**src/hw/rtl/irdig_pkg.sv**
```systemverilog
// ----------------------------------------------------------------------------
// irdig_pkg
// Shared types, constants and helpers of the radix digit converter.
// ----------------------------------------------------------------------------
package irdig_pkg;

   localparam int unsigned NUMBER_WIDTH_DEFAULT = 64;
   localparam int unsigned RADIX_WIDTH          = 8;
   localparam int unsigned CHAR_WIDTH           = 7;
   localparam int unsigned STATUS_WIDTH         = 2;
   localparam int unsigned DIGIT_WIDTH          = 6;
   localparam int unsigned MIN_RADIX            = 2;
   localparam int unsigned MAX_RADIX            = 61;
   localparam int unsigned QUEUE_DEPTH          = 2;

   typedef enum logic [STATUS_WIDTH-1:0] {
      STATUS_OK   = 2'd0,
      STATUS_LOW  = 2'd1,
      STATUS_HIGH = 2'd2
   } status_type;

   // Classified job handed from front to back.
   typedef enum logic [1:0] {
      JOB_CONVERT = 2'd0,
      JOB_SINGLE  = 2'd1
   } job_kind_type;

   typedef enum logic [1:0] {
      BE_IDLE   = 2'd0,
      BE_DIVIDE = 2'd1,
      BE_EMIT   = 2'd2
   } be_state_type;

   // Map a digit value (0..60) to its ASCII code.
   function automatic logic [CHAR_WIDTH-1:0] digit_to_ascii(input logic [DIGIT_WIDTH-1:0] d);
      logic [CHAR_WIDTH-1:0] r;
      if (d < 6'd10)
         r = 7'h30 + {1'b0, d};
      else if (d < 6'd36)
         r = 7'h41 + {1'b0, d} - 7'd10;
      else
         r = 7'h61 + {1'b0, d} - 7'd36;
      return r;
   endfunction

endpackage

```
**src/hw/rtl/irdig_if.sv**
```systemverilog
// ----------------------------------------------------------------------------
// irdig_req_if / irdig_rsp_if
// Valid/ready channels for conversion requests and digit responses.
// ----------------------------------------------------------------------------
interface irdig_req_if #(parameter int unsigned NUMBER_WIDTH = 64);
   logic                    valid;
   logic                    ready;
   logic [NUMBER_WIDTH-1:0] number;
   logic [7:0]              radix;
   modport source (output valid, number, radix, input ready);
   modport sink   (input valid, number, radix, output ready);
endinterface

interface irdig_rsp_if;
   logic       valid;
   logic       ready;
   logic [6:0] digit_char;
   logic [1:0] status;
   logic       no_digits;
   logic       last;
   modport source (output valid, digit_char, status, no_digits, last, input ready);
   modport sink   (input valid, digit_char, status, no_digits, last, output ready);
endinterface

```
**src/hw/rtl/irdig_front.sv**
```systemverilog
// ----------------------------------------------------------------------------
// irdig_front
// Accepts requests, checks the base and pushes classified jobs into a
// two-entry queue toward the conversion engine.
// ----------------------------------------------------------------------------
module irdig_front #(
   parameter int unsigned NUMBER_WIDTH = 64
) (
   input  logic                              clock,
   input  logic                              reset,
   irdig_req_if.sink                         req,
   output logic                              job_valid,
   input  logic                              job_pop,
   output irdig_pkg::job_kind_type           job_kind,
   output logic [NUMBER_WIDTH-1:0]           job_number,
   output logic [irdig_pkg::RADIX_WIDTH-1:0] job_radix,
   output irdig_pkg::status_type             job_status,
   output logic                              job_no_digits
);
   import irdig_pkg::*;

   typedef struct packed {
      job_kind_type            kind;
      logic [NUMBER_WIDTH-1:0] number;
      logic [RADIX_WIDTH-1:0]  radix;
      status_type              status;
      logic                    no_digits;
   } job_type;

   job_type    q_ff [QUEUE_DEPTH];
   job_type    q_in [QUEUE_DEPTH];
   logic [1:0] count_ff, count_in;
   job_type    new_job;
   logic       push;

   // Classify the incoming transaction
   always_comb begin
      new_job.number    = req.number;
      new_job.radix     = req.radix;
      new_job.kind      = JOB_SINGLE;
      new_job.status    = STATUS_OK;
      new_job.no_digits = 1'b0;
      if (req.radix < RADIX_WIDTH'(MIN_RADIX))
         new_job.status = STATUS_LOW;
      else if (req.radix > RADIX_WIDTH'(MAX_RADIX))
         new_job.status = STATUS_HIGH;
      else if (req.number == '0)
         new_job.no_digits = 1'b1;
      else
         new_job.kind = JOB_CONVERT;
   end

   assign req.ready = (count_ff != 2'd2);
   assign push      = req.valid && req.ready;

   // Queue: entry 0 is the head
   always_comb begin
      q_in     = q_ff;
      count_in = count_ff;
      if (job_pop) begin
         q_in[0]  = q_ff[1];
         count_in = count_in - 2'd1;
      end
      if (push) begin
         q_in[count_in[0]] = new_job;
         count_in = count_in + 2'd1;
      end
   end

   always_ff @(posedge clock) begin
      q_ff <= q_in;
      if (reset)
         count_ff <= '0;
      else
         count_ff <= count_in;
   end

   assign job_valid     = (count_ff != 2'd0);
   assign job_kind      = q_ff[0].kind;
   assign job_number    = q_ff[0].number;
   assign job_radix     = q_ff[0].radix;
   assign job_status    = q_ff[0].status;
   assign job_no_digits = q_ff[0].no_digits;

`ifndef SYNTHESIS
   a_no_overflow: assert property (@(posedge clock) disable iff (reset)
      count_ff <= 2'd2) else $error("queue count out of range");
   a_pop_nonempty: assert property (@(posedge clock) disable iff (reset)
      job_pop |-> job_valid) else $error("pop from empty queue");
   a_count_step: assert property (@(posedge clock) disable iff (reset)
      (push && !job_pop) |=> count_ff == $past(count_ff) + 2'd1)
      else $error("queue count did not advance");
`endif
endmodule

```
**src/hw/rtl/irdig_back.sv**
```systemverilog
// ----------------------------------------------------------------------------
// irdig_back
// Conversion engine: restoring divider one quotient bit per cycle, digits
// kept in a shift-register stack, then emitted most significant first.
// ----------------------------------------------------------------------------
module irdig_back #(
   parameter int unsigned NUMBER_WIDTH = 64
) (
   input  logic                              clock,
   input  logic                              reset,
   input  logic                              job_valid,
   output logic                              job_pop,
   input  irdig_pkg::job_kind_type           job_kind,
   input  logic [NUMBER_WIDTH-1:0]           job_number,
   input  logic [irdig_pkg::RADIX_WIDTH-1:0] job_radix,
   input  irdig_pkg::status_type             job_status,
   input  logic                              job_no_digits,
   irdig_rsp_if.source                       rsp
);
   import irdig_pkg::*;

   localparam int unsigned BIT_CNT_W = $clog2(NUMBER_WIDTH);
   localparam int unsigned DIG_CNT_W = $clog2(NUMBER_WIDTH + 1);

   be_state_type           state_ff, state_in;
   logic [NUMBER_WIDTH-1:0] quot_ff, quot_in;
   logic [RADIX_WIDTH-1:0]  rem_ff, rem_in;
   logic [RADIX_WIDTH-1:0]  radix_ff, radix_in;
   logic [BIT_CNT_W-1:0]    bit_ff, bit_in;
   logic [DIG_CNT_W-1:0]    ndig_ff, ndig_in;
   logic [DIGIT_WIDTH-1:0]  dig_ff [NUMBER_WIDTH];
   logic                    dig_we;
   logic                    dig_pop;

   logic                    ov_ff, ov_in;
   logic [CHAR_WIDTH-1:0]   och_ff, och_in;
   status_type              ost_ff, ost_in;
   logic                    ond_ff, ond_in;
   logic                    olast_ff, olast_in;

   logic [RADIX_WIDTH:0]    trial;
   logic [RADIX_WIDTH:0]    diff;
   logic                    out_free;
   logic [NUMBER_WIDTH-1:0] quot_next;
   logic [RADIX_WIDTH-1:0]  rem_next;

   assign out_free = !ov_ff || rsp.ready;

   // One restoring division step
   always_comb begin
      trial     = {rem_ff, quot_ff[NUMBER_WIDTH-1]};
      diff      = trial - {1'b0, radix_ff};
      quot_next = {quot_ff[NUMBER_WIDTH-2:0], ~diff[RADIX_WIDTH]};
      rem_next  = diff[RADIX_WIDTH] ? trial[RADIX_WIDTH-1:0] : diff[RADIX_WIDTH-1:0];
   end

   // Next state and outputs
   always_comb begin
      state_in = state_ff;
      quot_in  = quot_ff;
      rem_in   = rem_ff;
      radix_in = radix_ff;
      bit_in   = bit_ff;
      ndig_in  = ndig_ff;
      dig_we   = 1'b0;
      dig_pop  = 1'b0;
      job_pop  = 1'b0;
      ov_in    = ov_ff && !rsp.ready;
      och_in   = och_ff;
      ost_in   = ost_ff;
      ond_in   = ond_ff;
      olast_in = olast_ff;
      case (state_ff)
         BE_IDLE: begin
            if (job_valid) begin
               if (job_kind == JOB_SINGLE) begin
                  if (out_free) begin
                     job_pop  = 1'b1;
                     ov_in    = 1'b1;
                     och_in   = '0;
                     ost_in   = job_status;
                     ond_in   = job_no_digits;
                     olast_in = 1'b1;
                  end
               end else begin
                  job_pop  = 1'b1;
                  quot_in  = job_number;
                  radix_in = job_radix;
                  rem_in   = '0;
                  bit_in   = '0;
                  ndig_in  = '0;
                  state_in = BE_DIVIDE;
               end
            end
         end
         BE_DIVIDE: begin
            quot_in = quot_next;
            rem_in  = rem_next;
            bit_in  = bit_ff + 1'b1;
            if (bit_ff == BIT_CNT_W'(NUMBER_WIDTH - 1)) begin
               dig_we  = 1'b1;
               ndig_in = ndig_ff + 1'b1;
               rem_in  = '0;
               bit_in  = '0;
               if (quot_next == '0)
                  state_in = BE_EMIT;
            end
         end
         BE_EMIT: begin
            if (out_free) begin
               dig_pop  = 1'b1;
               ov_in    = 1'b1;
               och_in   = digit_to_ascii(dig_ff[0]);
               ost_in   = STATUS_OK;
               ond_in   = 1'b0;
               olast_in = (ndig_ff == DIG_CNT_W'(1));
               ndig_in  = ndig_ff - 1'b1;
               if (ndig_ff == DIG_CNT_W'(1))
                  state_in = BE_IDLE;
            end
         end
         default: state_in = BE_IDLE;
      endcase
   end

   always_ff @(posedge clock) begin
      quot_ff  <= quot_in;
      rem_ff   <= rem_in;
      radix_ff <= radix_in;
      bit_ff   <= bit_in;
      och_ff   <= och_in;
      ost_ff   <= ost_in;
      ond_ff   <= ond_in;
      olast_ff <= olast_in;
      // Digit stack: push at the top, newest (most significant) digit at entry 0
      if (dig_we) begin
         dig_ff[0] <= rem_next[DIGIT_WIDTH-1:0];
         for (int i = 1; i < NUMBER_WIDTH; i++)
            dig_ff[i] <= dig_ff[i-1];
      end else if (dig_pop) begin
         for (int i = 0; i < NUMBER_WIDTH - 1; i++)
            dig_ff[i] <= dig_ff[i+1];
      end
      if (reset) begin
         state_ff <= BE_IDLE;
         ndig_ff  <= '0;
         ov_ff    <= 1'b0;
      end else begin
         state_ff <= state_in;
         ndig_ff  <= ndig_in;
         ov_ff    <= ov_in;
      end
   end

   assign rsp.valid      = ov_ff;
   assign rsp.digit_char = och_ff;
   assign rsp.status     = ost_ff;
   assign rsp.no_digits  = ond_ff;
   assign rsp.last       = olast_ff;

`ifndef SYNTHESIS
   a_emit_has_digits: assert property (@(posedge clock) disable iff (reset)
      state_ff == BE_EMIT |-> ndig_ff != '0) else $error("emit with no digits");
   a_hold_stalled: assert property (@(posedge clock) disable iff (reset)
      (ov_ff && !rsp.ready) |=> ov_ff && $stable(och_ff))
      else $error("stalled response changed");
   a_radix_range: assert property (@(posedge clock) disable iff (reset)
      state_ff == BE_DIVIDE |-> radix_ff >= RADIX_WIDTH'(MIN_RADIX))
      else $error("bad radix in divider");
`endif
endmodule

```
**src/hw/rtl/integer_to_radix_digits.sv**
```systemverilog
// Flow: the engine takes a job from the queue, the restoring divider works
// out each digit, then the digits are emitted as the response side accepts them.
// A new job is taken only when the engine is idle; a bad base or zero gives
// one response, registered when the queue hands the job over.
// Reset: synchronous, active high; clears the queue and the engine state.
// ----------------------------------------------------------------------------
// integer_to_radix_digits
// Converts an unsigned number to ASCII digits, most significant first.
// ----------------------------------------------------------------------------
module integer_to_radix_digits #(
   parameter int unsigned NUMBER_WIDTH = irdig_pkg::NUMBER_WIDTH_DEFAULT
) (
   input logic         clock,
   input logic         reset,
   irdig_req_if.sink   req,
   irdig_rsp_if.source rsp
);
   import irdig_pkg::*;

   logic                   job_valid;
   logic                   job_pop;
   job_kind_type           job_kind;
   logic [NUMBER_WIDTH-1:0] job_number;
   logic [RADIX_WIDTH-1:0] job_radix;
   status_type             job_status;
   logic                   job_no_digits;

   irdig_front #(.NUMBER_WIDTH(NUMBER_WIDTH)) u_front (
      .clock, .reset, .req,
      .job_valid, .job_pop, .job_kind, .job_number, .job_radix,
      .job_status, .job_no_digits
   );

   irdig_back #(.NUMBER_WIDTH(NUMBER_WIDTH)) u_back (
      .clock, .reset,
      .job_valid, .job_pop, .job_kind, .job_number, .job_radix,
      .job_status, .job_no_digits, .rsp
   );
endmodule

```
**src/flat_wrapper.sv**
```systemverilog
// flat-port wrapper written by rule: the top's interface ports become plain ports
module integer_to_radix_digits_flat import irdig_pkg::*;
#(
   parameter int unsigned NUMBER_WIDTH = irdig_pkg::NUMBER_WIDTH_DEFAULT
)
  (clock, reset, req_valid, req_number, req_radix, req_ready, rsp_valid, rsp_digit_char, rsp_status, rsp_no_digits, rsp_last, rsp_ready);
  irdig_req_if #(.NUMBER_WIDTH(NUMBER_WIDTH)) req_i ();
  irdig_rsp_if rsp_i ();
  input logic clock;
  input logic reset;
  input wire logic [$bits(req_i.valid)-1:0] req_valid;
  input wire logic [$bits(req_i.number)-1:0] req_number;
  input wire logic [$bits(req_i.radix)-1:0] req_radix;
  output wire logic [$bits(req_i.ready)-1:0] req_ready;
  output wire logic [$bits(rsp_i.valid)-1:0] rsp_valid;
  output wire logic [$bits(rsp_i.digit_char)-1:0] rsp_digit_char;
  output wire logic [$bits(rsp_i.status)-1:0] rsp_status;
  output wire logic [$bits(rsp_i.no_digits)-1:0] rsp_no_digits;
  output wire logic [$bits(rsp_i.last)-1:0] rsp_last;
  input wire logic [$bits(rsp_i.ready)-1:0] rsp_ready;
  assign req_i.valid = req_valid;
  assign req_i.number = req_number;
  assign req_i.radix = req_radix;
  assign req_ready = req_i.ready;
  assign rsp_valid = rsp_i.valid;
  assign rsp_digit_char = rsp_i.digit_char;
  assign rsp_status = rsp_i.status;
  assign rsp_no_digits = rsp_i.no_digits;
  assign rsp_last = rsp_i.last;
  assign rsp_i.ready = rsp_ready;
  integer_to_radix_digits #(.NUMBER_WIDTH(NUMBER_WIDTH)) u_core (.clock(clock), .reset(reset), .req(req_i), .rsp(rsp_i));
endmodule
```
**config.mk**
```make
export PLATFORM = sky130hd
export DESIGN_NAME = integer_to_radix_digits_flat
export DESIGN_NICKNAME = d
export VERILOG_FILES = /design/src/hw/rtl/irdig_pkg.sv /design/src/hw/rtl/irdig_if.sv /design/src/hw/rtl/irdig_front.sv /design/src/hw/rtl/irdig_back.sv /design/src/hw/rtl/integer_to_radix_digits.sv /design/src/flat_wrapper.sv
export SDC_FILE = /design/constraint.sdc
export NUM_CORES = 1
export LEC_CHECK = 0
export ABC_AREA = 1
export BUFFER_PORTS_ARGS = -buffer_cell sky130_fd_sc_hd__buf_4
export CORE_MARGIN = 8
export CORE_UTILIZATION = 25
export DETAILED_ROUTE_END_ITERATION = 12
export PLACE_DENSITY_LB_ADDON = 0.25
export SLEW_MARGIN = 20
export SYNTH_ARGS = -nofsm -noshare
export SYNTH_HDL_FRONTEND = slang
export SYNTH_SLANG_ARGS = --single-unit
```
**constraint.sdc**
```tcl
create_clock -name clock -period 65.1 [get_ports clock]
set_input_delay 6.51 -clock clock [delete_from_list [all_inputs] [get_ports clock]]
set_output_delay 6.51 -clock clock [all_outputs]
set_load 0.02 [all_outputs]
```
==> results of run 1 <==
==> cell usage after synthesis (all sizes together), types with 2 or more instances <==
cell type  number
nand2         950
edfxtp        558
o21ai         393
inv           255
nor2          126
clkbuf         95
dfxtp          89
nand3          64
a31oi          44
buf            44
a21oi          25
ha             25
nand4          14
xor2           10
nor4            9
nor3            6
o22ai           4
xnor2           4
o211ai          2
o31ai           2
==> power breakdown <==
part	switching (uW)	internal, uW
logic	210	94.2
clock network	169	244
registers	32.5	557
total	412	896
==> metal layers <==
| layer | share of wire, % | GRT usage [%] |
|---|---|---|
| met2 | 43 | 14.6 |
| met3 | 3.7 | 2.05 |
| met5 | 0 | 0 |
| met4 | 1.8 | 2.25 |
| met1 | 51 | 14.0 |
==> metrics by stage <==
step           instances  power [uW]  hold WS [ps]  area, sq um
2_1_floorplan       2728         830           409        27600
5_1_grt             4320        1390           443        32200
3_5_place_dp        4186         907           419        29800
3_3_place_gp        4186         904           418        29800
4_1_cts             4320        1330           436        32200
6_report            4320        1310           434        32200
==> cells in the final DEF (no fill, tap or decap), types with 35 or more instances in the layout <==
cell	n
o21ai_1	35
nand2_1	946
clkbuf_16	76
nand3_1	64
inv_1	249
edfxtp_1	558
o21ai_0	355
buf_4	107
nor2_1	123
dfxtp_1	89
a31oi_1	44
==> kinds of logic after synthesis <==
kind of cell	synth area share [%]
and+or+nand+nor	16.6
DFF	67.1
AOI/OAI and AO/OA	8.91
buffers and inverters	5.77
adders and majority gates	1.20
xor gates and xnor gates	0.471
muxes	0.0362
==> cell type report <==
cell class	instances	area (sq um)	share of cell area, %
clock buffers	99	2040	6.34
flip-flops and latches	647	18500	57.6
inverters	256	971	3.02
clock inverters	35	348	1.08
well taps	1488	1860	5.79
repair buffers	109	835	2.59
multi-input cells	1686	7580	23.6
==> worst min path at each step <==
stage | end | slack (ps) | cells after the start | start
after floorplan | u_core.u_back.radix_ff[0] | 410 | 0 | u_core.u_front.job_radix[0]
after global placement | u_core.u_back.radix_ff[7] | 420 | 0 | u_core.u_front.job_radix[7]
after detailed placement | u_core.u_back.radix_ff[5] | 420 | 0 | u_core.u_front.job_radix[5]
after CTS | u_core.u_back.radix_ff[5] | 440 | 0 | u_core.u_front.job_radix[5]
after global routing | u_core.u_back.radix_ff[0] | 440 | 0 | u_core.u_front.job_radix[0]
final | u_core.u_back.radix_ff[5] | 430 | 0 | u_core.u_front.job_radix[5]
==> results.py, run 1 <==
metrics = {
    "run_status": {
        "status": "complete, no violations",
    },
    "synth": {
        "yosys.area.top_type_share_pct": 60.6,
        "async_flop_share_pct": 0,
        "synth_edf_count": 558,
        "synth_ff_type": "edfxtp_1",
        "synth_area_leader_cell": "edfxtp_1",
        "yosys_warnings": 0,
        "synthTopCellsByArea": "edfxtp_1 61%, nand2_1 13%, o21ai_0 6.5%, dfxtp_1 6.4%, inv_1 3.4%",
        "syn-num-nets": 2830,
        "synth.distinct_cells": 40,
        "postSynthAreaPerCell_sq_um": 10.1,
        "synth_seq_cells": 647,
        "netlist_instances": 2728,
        "syn-cell-area_sq_mm": 0.0276,
        "seq_area_frac_synth_pct": 67.1,
    },
    "setup_path": {
        "critPathMostFrequentCell": "buf_4",
        "path_cells": "buf_4 -> inv_1 -> nand2_1 -> inv_1 -> nor2_1 -> nand2_4 -> buf_4 -> buf_4 -> o21ai_0",
        "cp_top_family": "buffers and inverters",
        "worstSetupEndpointType": "flip-flop",
        "r2r-end": "u_core.u_back.dig_ff[3][89]",
        "reg2reg_slack_ps": 59600,
        "cp.depth": 9,
        "crit_fanout": 104,
        "cp_data_arrival_time_ps": 9050,
        "crit_end": "u_core.u_back.dig_ff[1][58]",
        "regToRegStartpoint": "u_core.u_back.state_ff[0]",
        "path_buf_inv": 5,
        "crit_type": "in2reg",
        "cp-startpoint": "rsp_ready",
        "ff2ff_path_depth": 9,
        "slowest_delay_ps": 790,
        "critPathLaunchType": "primary input",
        "required_ps": 65420,
        "cp_slowest_cell": "buf_4",
    },
    "clock_network": {
        "cts.repair.resized": 0,
        "clk_latency_ps": 620,
        "cts_tree": "yes",
        "numCtsBuffers": 74,
        "htree_num_levels": 3,
        "clk_pin_slew_ps": 60,
        "cts_setup_buffers": 0,
        "cts.sinks": 647,
        "cts_root_buf": "clkbuf_16",
        "hold_buffers": 0,
        "cts.path.max_buffers": 3,
    },
    "drt": {
        "via_per_inst": 4.22,
        "wirelength_microns": 59500,
        "wl_per_cell_microns": 13.8,
        "drc": 0,
        "first_pass_iters": 5,
        "drtIter0Drc": 1518,
        "vias": 18200,
        "detail-route-antenna-nets": 0,
    },
    "timing": {
        "slew_headroom_pct": 31.0,
        "fin_skew_ps": 24.5,
        "period_share_pct": 13.4,
        "hold_violations": 0,
        "setup_violations": 0,
        "setup_slack_ps": 56370,
        "clock.fmax_mhz": 115,
        "fin_crit_ps": 8730,
        "setup_tns_ps": 0,
        "worst_pin_slew_ps": 1030,
        "rsz0062_at_grt": "no",
        "final_max_slew_viol_count": 0,
    },
    "grt": {
        "grt_pass1_vias": 17700,
        "antenna_found_initial": 0,
        "grt_usage_pct": 9.63,
        "overflow": 0,
        "grt_pass1_wl_microns": 97000,
        "grt_max_degree": 176,
    },
    "final_layout": {
        "drive_above_1_share_pct": 8.23,
        "final.fill_count": 11700,
        "synthToLayoutAreaGrowth_pct": 16.4,
        "antennaDiodeCount": 0,
        "utilization_pct": 29.2,
        "nNetsFinal": 2876,
    },
    "power": {
        "ir_worst_vdd_uv": 32.2,
        "leakage_uw": 0.0124,
        "powerDensity_mw_per_mm2": 40.6,
    },
    "floorplan": {
        "row_count": 122,
        "die_h_microns": 349,
        "dieArea_sq_mm": 0.121,
        "die_x_microns": 349,
        "ios": 89,
        "core-area_sq_mm": 0.110,
        "initial_utilization_pct": 25.1,
    },
    "place": {
        "post-place-ws_ps": 55720,
        "numPortBuffers": 88,
        "gp_congestion": 0.700,
        "dp_hpwl_microns": 35500,
    },
    "hold_path": {
        "hp-class": "reg2reg",
    },
    "run": {
        "maxCapViolCount": 0,
    },
}
No activity file was read; power rests on OpenSTA's default activity.
==> run 2: changes to the inputs <==
==> constraint.sdc (replaced) <==
create_clock -name clock -period 7.2 [get_ports clock]
set_input_delay 0.72 -clock clock [delete_from_list [all_inputs] [get_ports clock]]
set_output_delay 0.72 -clock clock [all_outputs]
set_load 0.02 [all_outputs]
==> run 2 against run 1 <==
Compared with the run above:
- critical path depth rose by 2
- sequential power grew to 9.1 times the previous value
- power increased to 9.2 times the previous value
- count of clock-buffer cells in the layout down 2
- highest routed layer unchanged
==> results.py, run 2 (synthesis results as in run 1) <==
metrics = {
    "drt": {
        "drtIter0Drc": 1309,
        "via_per_inst": 4.22,
        "wl_per_cell_microns": 13.7,
        "first_pass_iters": 6,
        "drc": 0,
        "detail-route-antenna-nets": 0,
        "vias": 18300,
        "wirelength_microns": 59300,
    },
    "setup_path": {
        "r2r-end": "u_core.u_back.dig_ff[1][70]",
        "worstSetupEndpointType": "flip-flop",
        "ff2ff_path_depth": 11,
        "cp_slowest_cell": "nand2_4",
        "critPathMostFrequentCell": "buf_4",
        "crit_type": "reg2reg",
        "reg2reg_slack_ps": 2720,
        "regToRegStartpoint": "u_core.u_back.state_ff[1]",
        "critPathLaunchType": "flip-flop",
        "slowest_delay_ps": 820,
        "cp.depth": 11,
        "cp_top_family": "buffers and inverters",
        "path_buf_inv": 6,
        "required_ps": 7550,
        "path_cells": "inv_1 -> ha_4 -> inv_2 -> nor3_4 -> buf_4 -> inv_4 -> nand2_4 -> inv_6 -> buf_4 -> nand2_1 -> o21ai_0",
        "cp_data_arrival_time_ps": 4830,
        "crit_fanout": 115,
    },
    "clock_network": {
        "clk_latency_ps": 640,
        "numCtsBuffers": 77,
        "clk_pin_slew_ps": 60,
        "cts.repair.resized": 0,
        "hold_buffers": 0,
        "cts.sinks": 647,
        "cts_tree": "yes",
        "cts_setup_buffers": 0,
        "cts.path.max_buffers": 3,
        "cts_root_buf": "clkbuf_16",
        "htree_num_levels": 3,
    },
    "floorplan": {
        "ios": 89,
        "initial_utilization_pct": 25.1,
        "dieArea_sq_mm": 0.121,
        "row_count": 122,
        "die_x_microns": 349,
        "core-area_sq_mm": 0.110,
        "die_h_microns": 349,
    },
    "hold_path": {
        "whs_path_depth": 1,
        "hp-start": "req_number[40]",
        "hp-class": "in2reg",
    },
    "power": {
        "p_sw_uw": 3820,
        "ir_worst_vdd_uv": 264,
        "p_int_uw": 8190,
        "pwr-share-comb_pct": 23.2,
        "power_uw": 12000,
        "swShare_pct": 31.8,
        "powerDensity_mw_per_mm2": 370,
        "leakage_uw": 0.0125,
        "power_frac_clock_pct": 32.3,
        "power_frac_seq_pct": 44.5,
    },
    "final_layout": {
        "final_cell_mix": "945 x nand2_1, 558 x edfxtp_1, 355 x o21ai_0",
        "drive_above_1_share_pct": 8.59,
        "synthToLayoutAreaGrowth_pct": 17.3,
        "utilization_pct": 29.4,
        "final_cells": 4330,
        "nNetsFinal": 2882,
        "mostFrequentLayoutCell": "nand2_1",
    },
    "grt": {
        "grt_max_degree": 158,
        "grt_pass1_vias": 18000,
        "overflow": 0,
        "grt_pass1_wl_microns": 96600,
        "grt_usage_pct": 9.61,
        "antenna_found_initial": 2,
    },
    "timing": {
        "period_share_pct": 62.2,
        "setup_tns_ps": 0,
        "fin_crit_ps": 4480,
        "setup_slack_ps": 2720,
        "rsz0062_at_grt": "no",
        "setup_violations": 0,
        "clock.fmax_mhz": 223,
        "worst_pin_slew_ps": 1030,
        "fin_skew_ps": 29.6,
        "slew_headroom_pct": 31.4,
        "hold_violations": 0,
        "final_max_slew_viol_count": 0,
    },
    "place": {
        "place_inst": 4186,
        "dp_hpwl_microns": 36100,
        "gp_congestion": 0.705,
        "post-place-ws_ps": 2620,
        "numPortBuffers": 88,
    },
    "run_status": {
        "status": "complete, no violations",
    },
    "run": {
        "maxCapViolCount": 0,
    },
}
==> run 2: worst max-delay path by stage <==
stage	start	endpoint
after floorplan	rsp_ready	u_core.u_back.dig_ff[0][0]
after global placement	u_core.u_back.state_ff[1]	u_core.u_back.dig_ff[1][38]
after detailed placement	u_core.u_back.state_ff[1]	u_core.u_back.dig_ff[1][70]
after CTS	u_core.u_back.state_ff[1]	u_core.u_back.dig_ff[1][70]
after global routing	u_core.u_back.state_ff[1]	u_core.u_back.dig_ff[1][16]
final	u_core.u_back.state_ff[1]	u_core.u_back.dig_ff[1][70]
==> run 2: worst reg2reg max path, delay by kind of cell, from the launching register on <==
family / cells / cell delay (ps)
buf+inv: 6 / 2300
simple gates: 3 / 1140
fa+ha+maj: 1 / 370
flops: 1 / 320
compound gates: 1 / 90
==> run 2: cell type report <==
cell class              instances  area (sq um)
inverters                     256           990
flip-flops and latches        647         18500
multi-input cells            1686          7590
diodes                          1          2.50
repair buffers                112           926
well taps                    1488          1860
fillers                     11700         77800
clock inverters                43           477
clock buffers                  97          2050
==> run 2: power groups by stage <==
stage               Clock [uW]  Sequential, uW  Combinational, uW
floorplan                    0            5410               2090
global placement             0            5410               2800
detailed placement           0            5410               2820
CTS                       4020            5340               2840
global route              4160            5420               3240
finish                    3880            5340               2790
==> run 2: routing by layer <==
metal / GRT usage, % / routed length [microns]
met5: 0 / 0
met4: 2.82 / 1280
met3: 1.99 / 2300
met2: 14.9 / 26100
met1: 13.5 / 29600
==> run 2: through the flow <==
step	instance area (sq um)	hold slack, ps
after floorplan	27700	409
after global placement	29800	420
after detailed placement	29800	425
after CTS	32300	242
after global routing	32400	246
final	32400	290
